File: src/hw/rtl/apu_tone_register_mixer_unit_assert.svh
// Assertion macros for the APU tone register mixer unit.
`ifndef APU_TONE_REGISTER_MIXER_UNIT_ASSERT_SVH
`define APU_TONE_REGISTER_MIXER_UNIT_ASSERT_SVH

// Same-cycle implication, sampled on clk_i and disabled during reset.
`define APU_TRM_ASSERT_NOW(lbl, ante, cons) \
  lbl: assert property (@(posedge clk_i) disable iff (!rst_ni) (ante) |-> (cons)) \
    else $error("apu_trm assertion failed");

// Next-cycle implication, sampled on clk_i and disabled during reset.
`define APU_TRM_ASSERT_NEXT(lbl, ante, cons) \
  lbl: assert property (@(posedge clk_i) disable iff (!rst_ni) (ante) |=> (cons)) \
    else $error("apu_trm assertion failed");

`endif

File: src/hw/rtl/apu_trm_pkg.sv
// Shared types and constants of the APU tone register mixer unit.
package apu_trm_pkg;

  localparam int unsigned CpuClockHz = 1789773;
  // floor(C / (16 * n)) equals floor(floor(C / 16) / n).
  localparam int unsigned DivNum     = CpuClockHz / 16;
  localparam int unsigned NumW       = $clog2(DivNum + 1);
  localparam int unsigned PerW       = 11;
  localparam int unsigned DvsW       = PerW + 1;
  localparam int unsigned FreqW      = 14;
  localparam int unsigned VolW       = 4;
  localparam int unsigned CntW       = $clog2(NumW);

  localparam logic [FreqW-1:0] FreqCapHz = FreqW'(12000);
  localparam logic [FreqW-1:0] TriMinHz  = FreqW'(100);
  localparam logic [VolW-1:0]  VolOn     = VolW'(15);
  localparam logic [VolW-1:0]  VolTriTone = VolW'(2);
  localparam logic [VolW-1:0]  VolOff    = '0;

  localparam logic [15:0] AddrSq1Ctrl = 16'h4000;
  localparam logic [15:0] AddrSq1Low  = 16'h4002;
  localparam logic [15:0] AddrSq1High = 16'h4003;
  localparam logic [15:0] AddrSq2Ctrl = 16'h4004;
  localparam logic [15:0] AddrSq2Low  = 16'h4006;
  localparam logic [15:0] AddrSq2High = 16'h4007;
  localparam logic [15:0] AddrTriCtrl = 16'h4008;
  localparam logic [15:0] AddrTriLow  = 16'h400A;
  localparam logic [15:0] AddrTriHigh = 16'h400B;
  localparam logic [15:0] AddrEnable  = 16'h4015;

  localparam logic [1:0] ChSq1 = 2'd0;
  localparam logic [1:0] ChSq2 = 2'd1;
  localparam logic [1:0] ChTri = 2'd2;

  typedef struct packed {
    logic            start;
    logic [DvsW-1:0] divisor;
  } div_req_t;

  typedef struct packed {
    logic            done;
    logic [NumW-1:0] quotient;
  } div_rsp_t;

endpackage

File: src/hw/rtl/apu_tone_register_mixer_unit.sv
// Top level of the APU tone register mixer unit: register decode, channel state, output.
// Writes other than period high go through the done state into the output register.
// Period high writes first run the shared divider, which yields one quotient bit per cycle.
// Throughput: one transaction at a time; input ready is low until the result is registered.
// Reset clears all periods, frequencies and volumes to zero and empties the output register.
module apu_tone_register_mixer_unit
  import apu_trm_pkg::*;
(
  input  logic        clk_i,
  input  logic        rst_ni,
  input  logic        s_axis_tvalid_i,
  output logic        s_axis_tready_o,
  // [15:0] bus_address, [23:16] write_data
  input  logic [23:0] s_axis_tdata_i,
  output logic        m_axis_tvalid_o,
  input  logic        m_axis_tready_i,
  // [13:0] square1_freq, [27:14] square2_freq, [41:28] triangle_freq,
  // [45:42] square1_vol, [49:46] square2_vol, [53:50] triangle_vol, [55:54] zero
  output logic [55:0] m_axis_tdata_o
);

  `include "apu_tone_register_mixer_unit_assert.svh"

  typedef enum logic [1:0] {
    StIdle,
    StDiv,
    StDone
  } state_e;

  state_e          state_q;
  logic [1:0]      ch_q;
  logic [7:0]      period_low_q  [3];
  logic [FreqW-1:0] tone_freq_q  [3];
  logic [VolW-1:0] mix_volume_q  [3];
  logic            m_valid_q;
  logic [55:0]     m_data_q;

  logic [15:0]     s_addr;
  logic [7:0]      s_data;
  logic            accept;
  logic            is_ctrl;
  logic            is_low;
  logic            is_high;
  logic            is_en;
  logic [1:0]      dec_ch;
  logic [VolW-1:0] ctrl_vol;
  logic [FreqW-1:0] capped;
  logic [55:0]     packed_out;

  div_req_t div_req;
  div_rsp_t div_rsp;

  assign s_addr          = s_axis_tdata_i[15:0];
  assign s_data          = s_axis_tdata_i[23:16];
  assign s_axis_tready_o = (state_q == StIdle);
  assign accept          = s_axis_tvalid_i && s_axis_tready_o;

  always_comb begin
    is_ctrl = 1'b0;
    is_low  = 1'b0;
    is_high = 1'b0;
    is_en   = 1'b0;
    dec_ch  = ChSq1;
    unique case (s_addr)
      AddrSq1Ctrl: begin is_ctrl = 1'b1; dec_ch = ChSq1; end
      AddrSq2Ctrl: begin is_ctrl = 1'b1; dec_ch = ChSq2; end
      AddrTriCtrl: begin is_ctrl = 1'b1; dec_ch = ChTri; end
      AddrSq1Low:  begin is_low  = 1'b1; dec_ch = ChSq1; end
      AddrSq2Low:  begin is_low  = 1'b1; dec_ch = ChSq2; end
      AddrTriLow:  begin is_low  = 1'b1; dec_ch = ChTri; end
      AddrSq1High: begin is_high = 1'b1; dec_ch = ChSq1; end
      AddrSq2High: begin is_high = 1'b1; dec_ch = ChSq2; end
      AddrTriHigh: begin is_high = 1'b1; dec_ch = ChTri; end
      AddrEnable:  begin is_en   = 1'b1; end
      default: ;
    endcase
  end

  // The triangle control bit is bit zero; square channels use the low nibble.
  assign ctrl_vol = (dec_ch == ChTri) ? (s_data[0] ? VolOn : VolOff)
                                      : ((|s_data[3:0]) ? VolOn : VolOff);

  assign div_req.start   = accept && is_high;
  assign div_req.divisor = DvsW'({s_data[2:0], period_low_q[dec_ch]}) + DvsW'(1);

  apu_trm_divider u_divider (
    .clk_i  (clk_i),
    .rst_ni (rst_ni),
    .req_i  (div_req),
    .rsp_o  (div_rsp)
  );

  assign capped = (div_rsp.quotient > NumW'(FreqCapHz)) ? FreqCapHz
                                                         : div_rsp.quotient[FreqW-1:0];

  assign packed_out = {2'b00, mix_volume_q[2], mix_volume_q[1], mix_volume_q[0],
                       tone_freq_q[2], tone_freq_q[1], tone_freq_q[0]};

  always_ff @(posedge clk_i or negedge rst_ni) begin
    if (!rst_ni) begin
      state_q   <= StIdle;
      ch_q      <= ChSq1;
      m_valid_q <= 1'b0;
      m_data_q  <= '0;
      for (int i = 0; i < 3; i++) begin
        period_low_q[i]  <= '0;
        tone_freq_q[i]   <= '0;
        mix_volume_q[i]  <= '0;
      end
    end else begin
      // In the done state the output register is either reloaded or held.
      if (m_axis_tready_i && (state_q != StDone)) begin
        m_valid_q <= 1'b0;
      end
      unique case (state_q)
        StIdle: begin
          if (accept) begin
            ch_q    <= dec_ch;
            state_q <= is_high ? StDiv : StDone;
            if (is_ctrl) begin
              mix_volume_q[dec_ch] <= ctrl_vol;
            end
            if (is_low) begin
              period_low_q[dec_ch] <= s_data;
            end
            if (is_en) begin
              for (int i = 0; i < 3; i++) begin
                if (!s_data[i]) begin
                  mix_volume_q[i] <= VolOff;
                end
              end
            end
          end
        end
        StDiv: begin
          if (div_rsp.done) begin
            tone_freq_q[ch_q] <= capped;
            if (ch_q == ChTri) begin
              mix_volume_q[ch_q] <= (capped < TriMinHz) ? VolOff : VolTriTone;
            end
            state_q <= StDone;
          end
        end
        StDone: begin
          // Wait for the output register to drain before loading the new snapshot.
          if (!m_valid_q || m_axis_tready_i) begin
            m_data_q  <= packed_out;
            m_valid_q <= 1'b1;
            state_q   <= StIdle;
          end
        end
        default: state_q <= StIdle;
      endcase
    end
  end

  assign m_axis_tvalid_o = m_valid_q;
  assign m_axis_tdata_o  = m_data_q;

  `APU_TRM_ASSERT_NOW(a_busy_not_ready, state_q != StIdle, !s_axis_tready_o)
  `APU_TRM_ASSERT_NOW(a_done_only_in_div, div_rsp.done, state_q == StDiv)
  `APU_TRM_ASSERT_NEXT(a_high_starts_div, accept && is_high, state_q == StDiv)
  `APU_TRM_ASSERT_NOW(a_tri_freq_capped, 1'b1, tone_freq_q[2] <= FreqCapHz)

endmodule

File: src/hw/rtl/apu_trm_divider.sv
// Radix-2 restoring divider of the fixed numerator, the clock over 16, by the period plus one.
module apu_trm_divider
  import apu_trm_pkg::*;
(
  input  logic     clk_i,
  input  logic     rst_ni,
  input  div_req_t req_i,
  output div_rsp_t rsp_o
);

  logic [NumW-1:0] dq_q;
  logic [DvsW-1:0] dvs_q;
  logic [DvsW-1:0] rem_q;
  logic [CntW-1:0] cnt_q;
  logic            busy_q;
  logic            done_q;

  logic [DvsW-1:0] rem_shift;
  logic            fits;

  // The remainder stays below the divisor, so the shifted value fits its width.
  assign rem_shift = {rem_q[DvsW-2:0], dq_q[NumW-1]};
  assign fits      = (rem_shift >= dvs_q);

  always_ff @(posedge clk_i or negedge rst_ni) begin
    if (!rst_ni) begin
      busy_q <= 1'b0;
      done_q <= 1'b0;
      cnt_q  <= '0;
    end else begin
      done_q <= 1'b0;
      if (req_i.start) begin
        busy_q <= 1'b1;
        cnt_q  <= '0;
      end else if (busy_q) begin
        if (cnt_q == CntW'(NumW - 1)) begin
          busy_q <= 1'b0;
          done_q <= 1'b1;
        end
        cnt_q <= cnt_q + 1'b1;
      end
    end
  end

  // Dividend bits shift out at the top while quotient bits shift in below.
  always_ff @(posedge clk_i) begin
    if (req_i.start) begin
      dq_q  <= NumW'(DivNum);
      dvs_q <= req_i.divisor;
      rem_q <= '0;
    end else if (busy_q) begin
      dq_q  <= {dq_q[NumW-2:0], fits};
      rem_q <= fits ? (rem_shift - dvs_q) : rem_shift;
    end
  end

  assign rsp_o.done     = done_q;
  assign rsp_o.quotient = dq_q;

endmodule

File: config.mk
export PLATFORM = sky130hd
export DESIGN_NAME = apu_tone_register_mixer_unit
export DESIGN_NICKNAME = d
export VERILOG_FILES = /design/src/hw/rtl/apu_trm_pkg.sv /design/src/hw/rtl/apu_tone_register_mixer_unit.sv /design/src/hw/rtl/apu_trm_divider.sv
export VERILOG_INCLUDE_DIRS = /design/src /design/src/hw/rtl
export SDC_FILE = /design/constraint.sdc
export NUM_CORES = 1
export LEC_CHECK = 0
export BUFFER_PORTS_ARGS = -buffer_cell sky130_fd_sc_hd__buf_2
export CAP_MARGIN = 20
export CORE_MARGIN = 1.5
export CORE_UTILIZATION = 30
export CTS_BUF_LIST = sky130_fd_sc_hd__clkbuf_4 sky130_fd_sc_hd__clkbuf_8
export CTS_CLUSTER_DIAMETER = 120
export DETAILED_ROUTE_END_ITERATION = 10
export SLEW_MARGIN = 20
export SYNTH_ARGS = -nofsm -noshare
export SYNTH_HDL_FRONTEND = slang
export SYNTH_SLANG_ARGS = --single-unit
File: constraint.sdc
create_clock -name clk_i -period 6.6 [get_ports clk_i]
set_clock_uncertainty 0.15 [all_clocks]
set_input_delay 0.99 -clock clk_i [delete_from_list [all_inputs] [get_ports clk_i]]
set_output_delay 0.99 -clock clk_i [all_outputs]
set_load 0.02 [all_outputs]
* After elaboration in Yosys (flattened, before gate mapping) *
Cells that the tools add are included.

operators by class
  reductions and logical operators = 22
  add/subtract/negate cells = 3
  multiplexer cells = 51
  $lt $le $gt $ge = 7
  bitwise logic cells = 2
  equality and inequality tests = 20

operators by type and width
  cell                                                                                number
  16-bit by 15-bit == test with 1-bit output (second input constant)                  10
  12-bit two-way mux                                                                  5
  42-bit bitwise mux                                                                  1
  4-bit two-way mux                                                                   8
  14-bit demux with 2-bit select                                                      1
  14-bit two-way mux                                                                  2
  12-bit bitwise mux                                                                  2
  24-bit bitwise mux                                                                  1
  8-bit two-way mux                                                                   3
  12-bit case mux with 2 select lines                                                 1
  17-bit by 14-bit greater-than comparator with 1-bit output (second input constant)  1
  8-bit binary-select mux with 2-bit select                                           1
  4-bit demux with 2-bit select                                                       2
  8-bit demux with 2-bit select                                                       1
  3-bit OR reduction                                                                  5
  14-bit by 7-bit less-than comparator with 1-bit output (second input constant)      1
  1-bit two-way mux                                                                   13
  11-bit by 1-bit adder with 12-bit output (second input constant)                    1
  12-bit greater-or-equal comparator                                                  1
  11-bit two-way mux                                                                  1
  11-bit subtractor                                                                   1
  2-bit two-way mux                                                                   5
  5-bit two-way mux                                                                   2
  2-bit == test (second input constant)                                               3
  19 further kinds                                                                    33

storage, ports and cells
  bits of input ports = 28
  output and inout bits = 58
  logic and storage cells = 124
  flip-flop bits (word level) = 184

* Longest topological paths before layout *
  depth in word-level cells = 14
  depth in mapped cells = 11
  gate-level depth less buffers = 10

* By module *
From an unflattened synthesis, not the netlist that was laid out.

unflattened totals
  cells, all modules = 765
  area, all modules = 8365.5 um2

modules (own cells, without submodules)
  module                        cells an instance  instances  seq. area each (um2)  area an instance (um2)
  apu_tone_register_mixer_unit  514                1          3428.3                5939.4
  apu_trm_divider               251                1          1096.1                2426.1

* Worst setup path after synthesis *
Ideal clock, no wire load.

  path type = input -> register
  start point = input s_axis_tdata_i[7]
  end point = register u_divider.dvs_q[10], data pin
  arrival = 2.825 ns
  stages on the path = 8
  data required time = 6.192 ns
  buffers on the path = 0
  path slack = 3.367 ns
  setup time = 0.258 ns
  cells stage by stage = nor4_4 nand4b_4 a211o_4 a211oi_2 ha_1 inv_1 nand4bb_1 xnor2_1

RTL lines
  item                  line                                source
  from (decl)           apu_tone_register_mixer_unit.sv:14  input logic [23:0] s_axis_tdata_i,
  to (signal assigned)  apu_trm_divider.sv:49               dvs_q <= req_i.divisor;
  to (decl)             apu_trm_divider.sv:12               logic [DvsW-1:0] dvs_q;

* Final worst setup path *
  start point = input s_axis_tdata_i[7]
  end point = register u_divider.dvs_q[7], enable pin

on the way
  longest elaborated chain between the ends = 4
  elaborated cells on any way between the ends = 6
  those cells by class = 3 x eq/ne; 1 x mux; 2 x reduce/logical

RTL lines
  item                                        line                                source
  16-bit by 15-bit == test with 1-bit output  apu_tone_register_mixer_unit.sv:64  unique case (s_addr)
  3-bit OR reduction (no line) *              -
  1-bit two-way mux *                         apu_tone_register_mixer_unit.sv:64
  1-bit logical AND *                         apu_tone_register_mixer_unit.sv:83  assign div_req.start = accept && is_high;

Mark *: on every way between the ends. The rest lies on a longest branch, timed or not.
A chain may end at the register's enable or synchronous reset.

==> results.tsv <==
metric	value	unit
rsz0062_at_grt	false	
crit_path_end_kind	flip-flop	
yosys-top-cells-area	dfrtp_1, mux2_2, dfxtp_1	
syn_inst	727	
synth_cell_types	64	
grtUsageTotal	0.125	
fin_area	9360	um2
fin_crit	3.37	ns
whs	0.332	ns
finalWeightedCongestion	0.768	
dieArea	28400	um2
ir_drop	0.000140	V
place_ws	2.67	ns
power.density	277	nW/um2
antenna_found_initial	0	
crit_fanout	26	
synthFlopType	dfrtp_1	
cts_tree	yes	
synth_area	8210	um2
min_to	packed_out[10]$_DFFE_PN0P_	
wire_per_inst	14.4	um
rr_worst_depth	4	
cts_hold_buffers	0	
tns	0	ns
cts_max_level	4	
max_freq	297	MHz
path_class	in -> reg	
root_buffer	clkbuf_8	
ant_nets	0	
port_buffers	83	
r2r_setup_slack	3.52	ns
power_leakage	0.00447	uW
layout-drive-gt1-share	0.263	
vias_per_cell	4.71	
die_h	168	um
ys_seq_area_frac	0.551	
path_clk_slew	0.10	ns
cp.required	6.53	ns
grt_first_pass_wirelength	28200	um
fin_ws	3.23	ns
clock_path_buffers	2	
initial_core_util	0.306	
route.detailed.drc	0	
grt_pass1_vias	5384	
drt-pass1-iter-count	5	
cts_resized	0	
synth_top_area_cell	dfrtp_1	
via_count	5446	
status	complete, no violations	
routed_wl	16700	um
initialDrtViolationCount	301	
grt_overflow	0	
antenna_cells	0	
syn_avg_cell_area	11.3	um2
synthArstFlopShare	0.783	
r2r-end	u_divider.dvs_q[7]$_DFFE_PP_	
startpoint_type	primary input	
post-cts-setup-buffer-count	0	
holdPathStages	2	
critPathArrivalTime	3.30	ns
r2r_start	state_q[0]$_DFFE_PN0P_	
hold_start	packed_out[10]$_DFFE_PN0P_	
fp.dieW	168	um
drv_cap	0	
dp_hpwl	11600	um
synth_top_area_frac	0.439	
nets	847	
hp-class	reg -> reg	
worst_pin_slew	0.915	ns
power.total	2590	uW
ys_seq_elements	184	
cts_buffers	17	
area_growth	14.0	%
clock_latency	0.46	ns
final_max_slew_viol_count	0	
coreArea	26900	um2
period_share	0.511	
placed_area	8970	um2
final-hold-violation-count	0	
finalSetupViolCount	0	
ios	86	
grt_max_degree	75	
num_rows	60	
clkSinkCount	184	
synth_edf_count	12	
ys_warn_count	0	
slew_headroom	0.388	
==> cell usage after synthesis (12+ instances only) <==
cell type  count
mux2i_1       23
nor3_1        14
dfrtp_1      144
mux2_2        78
edfxtp_1      12
ha_1          15
a21oi_1       17
o21ai_0       57
xnor2_1       13
o21a_1        12
inv_1         31
dfxtp_1       28
clkbuf_1      18
nor2_1        47
nand2_1       85
==> worst max path at each step <==
stage                      startpoint                             to  slack, ns  cells past startpoint
finish              s_axis_tdata_i[7]   u_divider.dvs_q[7]$_DFFE_PP_       3.23                      6
global route        s_axis_tdata_i[8]   u_divider.dvs_q[6]$_DFFE_PP_       2.97                      6
CTS                 s_axis_tdata_i[8]   u_divider.dvs_q[5]$_DFFE_PP_       3.15                      6
detailed placement  s_axis_tdata_i[8]   u_divider.dvs_q[5]$_DFFE_PP_       2.67                      6
global placement    s_axis_tdata_i[8]   u_divider.dvs_q[5]$_DFFE_PP_       2.72                      6
floorplan           s_axis_tdata_i[7]  u_divider.dvs_q[10]$_DFFE_PP_       3.37                      8
==> area by class of cell <==
class	instances	area (um2)
fillers	2711	17500
flip-flops and latches	184	4520
multi-input cells	483	3460
repair buffers	86	444
well taps	341	427
clock buffers	19	262
clock inverters	13	130
inverters	31	116
==> per-stage QoR <==
step,utilization,std cells
5_1_grt,0.348,1157
2_1_floorplan,-,728
6_report,0.348,1157
4_1_cts,0.348,1157
3_3_place_gp,0.334,1125
3_5_place_dp,0.334,1125
==> worst max-delay path, cell delays in order <==
cell and delay, ns:
buf_2 0.11, nor4_4 0.38, and3_1 0.22, and4b_1 0.26, nand2_1 0.48, inv_1 0.85
==> sequential cells by signal, summed over array words and instances, names as in the netlist, 2 cells and up <==
signal and cells:
mix_volume_q 12, ch_q 2, u_divider.dvs_q 12, packed_out 42
period_low_q 24, u_divider.cnt_q 5, m_axis_tdata_o 54, state_q 2
u_divider.dq_q 17, u_divider.rem_q 11
==> placed cells by master (no fill, tap or decap), types with 13 or more instances in the layout <==
master,instances
ha_1,15
o21ai_0,57
mux2i_1,23
dfxtp_1,28
mux2_2,78
dfrtp_1,144
buf_2,82
clkbuf_8,19
nand2_1,85
xnor2_1,13
inv_1,31
a21oi_1,17
nor2_1,47
nor3_1,14
==> metal layers <==
| metal | up-vias | track usage | share of wire |
|---|---|---|---|
| met5 | - | 0 | 0 |
| met4 | 0 | 0.0411 | 0.0069 |
| met3 | 4 | 0.0266 | 0.027 |
| met2 | 78 | 0.196 | 0.46 |
| met1 | 2657 | 0.171 | 0.50 |
| li1 | 2707 | - | - |
==> where the power goes <==
group	switching, uW	leakage, uW	total [uW]	internal, uW
clock network	436	0.000195	736	299
logic	333	0.00195	561	228
registers	78.8	0.00233	1290	1220
==> cells by family (layout without fill, tap and decap cells) <==
kind of cell | count (synthesis) | count (layout) | synth area share
xor gates and xnor gates | 18 | 18 | 0.0192
buffers and inverters | 61 | 149 | 0.0291
muxes | 101 | 101 | 0.135
AOI/OAI and AO/OA | 124 | 124 | 0.0989
and+or+nand+nor | 222 | 222 | 0.141
DFF | 184 | 184 | 0.551
other | 1 | 2 | 0.000457
adders and majority gates | 16 | 16 | 0.0253
Note: power is estimated with default switching activity, not from simulation.
